===== src/hw/rtl/uart_bds_pkg.sv =====
// ----------------------------------------------------------------------------
// UART baud divisor search - shared package
// Payload types, command/status types and constants used by the block.
// ----------------------------------------------------------------------------
package uart_bds_pkg;

    localparam int MIN_RATIO     = 4;
    localparam int MAX_RATIO     = 32;
    localparam int RATIO_W       = $clog2(MAX_RATIO + 1);
    localparam int OUT_RATIO_W   = 6;

    localparam int DATA_W        = 32;
    localparam int BAUD_W        = 27;
    localparam int DIVISOR_W     = 16;
    localparam int DIV_CNT_W     = $clog2(DATA_W);

    localparam int PCT_DIVISOR   = 100;
    localparam int PCT_LIMIT     = 3;

    // floor(x / 100) for x < 2^27 as (x * ceil(2^33 / 100)) >> 33
    localparam int PCT_RECIP     = 85899346;
    localparam int PCT_RECIP_W   = 27;
    localparam int PCT_SHIFT     = 33;
    localparam int PCT_PROD_W    = BAUD_W + PCT_RECIP_W;

    localparam int BOTH_EDGE_MIN = 4;
    localparam int BOTH_EDGE_MAX = 7;

    localparam logic [1:0] PARITY_NONE = 2'd0;
    localparam logic [1:0] PARITY_ODD  = 2'd1;
    localparam logic [1:0] PARITY_EVEN = 2'd2;

    localparam logic [3:0] DATA_BITS_8 = 4'd8;
    localparam logic [3:0] DATA_BITS_9 = 4'd9;

    typedef enum logic [1:0] {
        STATUS_OK       = 2'd0,
        STATUS_BAUD_ERR = 2'd1,
        STATUS_BAD_BITS = 2'd2
    } status_t;

    typedef enum logic [1:0] {
        DSEL_FLOOR,
        DSEL_LOW,
        DSEL_HIGH
    } div_sel_t;

    typedef struct packed {
        logic [31:0] clock_hz;
        logic [26:0] baud_rate;
        logic [1:0]  parity_mode;
        logic [3:0]  data_bits;
    } req_item_t;

    typedef struct packed {
        logic [1:0]  status;
        logic [5:0]  oversample_ratio;
        logic [15:0] baud_divisor;
        logic        both_edge;
        logic        parity_enable;
        logic        parity_odd;
        logic        nine_bit_frame;
    } rsp_item_t;

    typedef struct packed {
        logic     load;
        logic     div_start;
        div_sel_t div_sel;
        logic     cap_floor;
        logic     cap_low;
        logic     cap_high;
        logic     choose;
        logic     cap_thresh;
        logic     load_out;
    } dp_cmd_t;

    typedef struct packed {
        logic div_done;
        logic last_ratio;
    } dp_status_t;

endpackage


===== src/hw/rtl/uart_bds_ctrl.sv =====
// ----------------------------------------------------------------------------
// UART baud divisor search - controller
// Sequences the three divisions per ratio, the error limit step and
// the result handshake.
// ----------------------------------------------------------------------------
module uart_bds_ctrl (
    input  logic                     clk,
    input  logic                     rst_n,
    input  logic                     req_valid,
    output logic                     req_stall,
    output logic                     rsp_valid,
    input  logic                     rsp_stall,
    input  uart_bds_pkg::dp_status_t sts,
    output uart_bds_pkg::dp_cmd_t    cmd
);
    import uart_bds_pkg::*;

    typedef enum logic [3:0] {
        S_IDLE,
        S_FLOOR_GO,
        S_FLOOR_WAIT,
        S_LOW_GO,
        S_LOW_WAIT,
        S_HIGH_GO,
        S_HIGH_WAIT,
        S_CHOOSE,
        S_LIMIT,
        S_DONE
    } state_t;

    state_t state_reg, state_next;
    logic   rsp_valid_reg, rsp_valid_next;

    assign req_stall = (state_reg != S_IDLE);

    always_comb
    begin
        state_next    = state_reg;
        cmd           = '0;
        cmd.div_sel   = DSEL_FLOOR;
        case (state_reg)
            S_IDLE:
            begin
                if (req_valid)
                begin
                    cmd.load   = 1'b1;
                    state_next = S_FLOOR_GO;
                end
            end
            S_FLOOR_GO:
            begin
                cmd.div_start = 1'b1;
                cmd.div_sel   = DSEL_FLOOR;
                state_next    = S_FLOOR_WAIT;
            end
            S_FLOOR_WAIT:
            begin
                if (sts.div_done)
                begin
                    cmd.cap_floor = 1'b1;
                    state_next    = S_LOW_GO;
                end
            end
            S_LOW_GO:
            begin
                cmd.div_start = 1'b1;
                cmd.div_sel   = DSEL_LOW;
                state_next    = S_LOW_WAIT;
            end
            S_LOW_WAIT:
            begin
                if (sts.div_done)
                begin
                    cmd.cap_low = 1'b1;
                    state_next  = S_HIGH_GO;
                end
            end
            S_HIGH_GO:
            begin
                cmd.div_start = 1'b1;
                cmd.div_sel   = DSEL_HIGH;
                state_next    = S_HIGH_WAIT;
            end
            S_HIGH_WAIT:
            begin
                if (sts.div_done)
                begin
                    cmd.cap_high = 1'b1;
                    state_next   = S_CHOOSE;
                end
            end
            S_CHOOSE:
            begin
                cmd.choose = 1'b1;
                state_next = sts.last_ratio ? S_LIMIT : S_FLOOR_GO;
            end
            S_LIMIT:
            begin
                cmd.cap_thresh = 1'b1;
                state_next     = S_DONE;
            end
            S_DONE:
            begin
                if (!rsp_valid_reg || !rsp_stall)
                begin
                    cmd.load_out = 1'b1;
                    state_next   = S_IDLE;
                end
            end
            default:
            begin
                state_next = S_IDLE;
            end
        endcase
        rsp_valid_next = cmd.load_out | (rsp_valid_reg & rsp_stall);
    end

    always_ff @(posedge clk or negedge rst_n)
    begin
        if (!rst_n)
        begin
            state_reg     <= S_IDLE;
            rsp_valid_reg <= 1'b0;
        end
        else
        begin
            state_reg     <= state_next;
            rsp_valid_reg <= rsp_valid_next;
        end
    end

    assign rsp_valid = rsp_valid_reg;

endmodule


===== config.mk =====
export PLATFORM = sky130hd
export DESIGN_NAME = uart_bds_ctrl
export DESIGN_NICKNAME = d
export VERILOG_FILES = /design/src/hw/rtl/uart_bds_pkg.sv /design/src/hw/rtl/uart_bds_ctrl.sv
export SDC_FILE = /design/constraint.sdc
export NUM_CORES = 1
export LEC_CHECK = 0
export ABC_AREA = 1
export BUFFER_PORTS_ARGS = -buffer_cell sky130_fd_sc_hd__buf_2
export CAP_MARGIN = 25
export CORE_AREA = 2 2 39 41
export DETAILED_ROUTE_END_ITERATION = 10
export DIE_AREA = 0 0 41 43
export PLACE_DENSITY = 0.58
export SETUP_SLACK_MARGIN = 0.2
export SYNTH_ARGS = -nofsm -noshare
export SYNTH_HDL_FRONTEND = slang
export SYNTH_SLANG_ARGS = --single-unit

===== constraint.sdc =====
create_clock -name clk -period 2.55 [get_ports clk]
set_clock_uncertainty 0.2 [all_clocks]
set_input_delay 0.3825 -clock clk [delete_from_list [all_inputs] [get_ports clk]]
set_output_delay 0.3825 -clock clk [all_outputs]
set_load 0.005 [all_outputs]

==> qor.csv <==
metric,value,unit
Synth-to-Final Area Change,43.1,%
final hold viol count,0,
maximum number of pins on one net before global-route repair,8,
clock root buffer master,clkbuf_4,
combinational family with the most area after synthesis,simple AND/OR/NAND/NOR gates,
count of filler cells inserted in the layout,163,
power density of the placed cells,1010,nW/µm²
unrepaired setup endpoints after global routing,no,
Max Fanout on Critical Path,7,
worst relative slew slack,0.828,
row count,14,
number of flip-flops in the largest register,4,
"post-synthesis share of cell area spent on full adders, half adders and majority gates",0,
multiplexer share of the synthesized area,0,
Tightest Pin Transition,0.257,ns
via count normalized by instance count,4.33,
number of distinct library cell variants in the gate-level netlist after synthesis,12,
data required time of the critical path,1.97,ns
critical path launch point type,register,
n_diodes,0,
cts bufs inserted,3,
net count after synthesis,57,
global-route wire length before repair,1230,µm
Critical Path Max Stage Delay,0.44,ns
worst reg2reg startpoint,state_reg[1],
post-detailed-route count of antenna-violating nets,0,
GRT Resource Usage Total,0.105,
kind of critical path,register to output pin,
Residual DRC,0,
number of global-route vias before repair,311,
type of the most critical hold path,input pin to register,
post-synthesis instance area,328,µm²
share of the yosys chip area belonging to registers,0.382,
Core Box Area,1380,µm²
number of pins exceeding their max-slew limit in the final report,0,
worst-path cell chain,"inv_1, nand2_1, nor4_1, buf_2",
setup TNS,0,ns
height of the chip,43,µm
dpl cells,84,
total length of routed wires,775,µm
total global routing overflow,0,
non-filler instance count after layout,89,
crit path DAT,1.30,ns
outcome,finished clean,
warnings from Yosys,0,
DIE WIDTH,41,µm
Worst setup startpoint,state_reg[3],
violation count after the first detailed-route iteration,7,
number of nets in the layout,80,
Worst-path clk slew,0.05,ns
number of I/O pins,18,
clock tree from TritonCTS,built,
"buffers from clock root to sink, at most",2,
Lkg Pwr,0.302,nW
simple logic cell fraction of the synthesized area,0.431,
max-cap violation count,0,
mean area per synthesized cell,6.43,µm²
latest clock arrival within the worst-skew pair,0.24,ns
master of the slowest instance on the critical path,dfrtp_1,
CP bufs+invs,2,
"FF+latch count, synth",5,
hpwl dp,637,µm
post-CTS setup-driven buffer insertion count,0,
Tcrit/Tclk final,0.739,
CTS Sinks,5,
xor/xnor cell area share of the yosys netlist,0,
effective utilization at floorplan,0.237,
die area,1760,µm²
Final Setup Violations,0,
Finished Core Util,0.339,
IO Port Bufs,17,
initial antenna violation count,0,
layout cells sized above 1,0.301,
Max Clk Rate,531,MHz
crit end category,output pin,
hold path startpoint,rsp_stall,
CTS H-Tree Depth,1,
fraction of the mapped netlist area in compound gates,0.0687,
post-route total power,0.000473,W
TritonRoute pass-1 iters,2,
clock period minus worst slack,1.88,ns
routed length per instance,8.71,µm
RePlAce Congestion,0.730,
kind of cell adding the most delay to the critical path,flip-flops,
peak supply drop,360,µV
total via count in the routed design,385,
instance count of the mapped netlist,51,
[synthesized netlist by cell type (all sizes together)]
cell type	number	area share
nand3	6	0.11
inv	9	0.10
nor4	2	0.038
o21ai	3	0.046
nand2	13	0.15
dfrtp	5	0.38
clkinv	1	0.015
a211oi	1	0.023
nor3	3	0.046
nor2	8	0.092
[final cells by class]
class | count | area [µm²] | share of cell area
well taps | 16 | 20.0 | 0.0427
inverters | 10 | 38.8 | 0.0827
clock buffers | 4 | 26.3 | 0.0560
multi-input cells | 36 | 164 | 0.349
repair buffers | 18 | 95.1 | 0.203
flip-flops and latches | 5 | 125 | 0.267
[worst reg2reg max path, stage by stage, from the launching register on]
cell,delay [ns]
dfrtp_1,0.43
nor2_1,0.24
nand3_1,0.13
nand2_1,0.08
nor2_1,0.04
nand2_1,0.05
nand2_1,0.05
[cells in the final DEF, fill, tap and decap left out, types with 2 or more instances in the layout]
cell	n
buf_2	17
clkbuf_4	3
dfrtp_1	5
inv_1	9
nand2_1	13
nand3_1	5
nor2_1	8
nor3_1	3
nor4_1	2
o21ai_0	2
[metrics by stage]
stage | setup WS, ns | area [µm²] | hold slack, ns
after global placement | 0.938 | 433 | 0.000687
final | 0.666 | 469 | 0.171
after detailed placement | 0.929 | 433 | 0.00184
after CTS | 0.654 | 469 | 0.166
after global routing | 0.578 | 469 | 0.177
after floorplan | 1.13 | 328 | -0.113
[worst paths after layout]
kind / endpoint / slack, ns / cells past startpoint
max in group asynchronous: state_reg[0] / 1.73 / 2
worst min-delay path: rsp_valid / 0.17 / 3
min in group asynchronous: state_reg[3] / 0.28 / 2
worst min register to register: rsp_valid / 0.29 / 2
worst max-delay path: cmd[4] / 0.67 / 4
worst max register to register: state_reg[0] / 1.21 / 6
[timing repair]
| item | 4_1_cts | 5_1_grt |
|---|---|---|
| gates resized for setup | 0 | 0 |
| setup endpoints to repair | 0 | 0 |
| hold buffers | 1 | 0 |
| hold endpoints to repair | 5 | 0 |
[cell families (layout without fill, tap and decap cells)]
group	after synthesis	in the layout
flip-flops	5	5
AO/OA/AOI/OAI	4	4
buffers and inverters	10	32
AND/OR/NAND/NOR	32	32
[power by group]
group | leakage [nW] | internal, W | switching, W
clock | 0.0150 | 0.0000591 | 0.0000315
sequential | 0.0635 | 0.000110 | 0.0000454
combinational | 0.224 | 0.0000913 | 0.000137
total | 0.302 | 0.000260 | 0.000213
[metal layers]
| layer | vias to the layer above | wire (µm) | track usage |
|---|---|---|---|
| met3 | 2 | 42 | 0.0314 |
| met2 | 8 | 371 | 0.141 |
| met4 | 0 | 6 | 0.0800 |
| met5 | - | 0 | 0 |
| met1 | 168 | 356 | 0.135 |
| li1 | 207 | - | - |
Note: power is estimated with default switching activity, not from simulation.
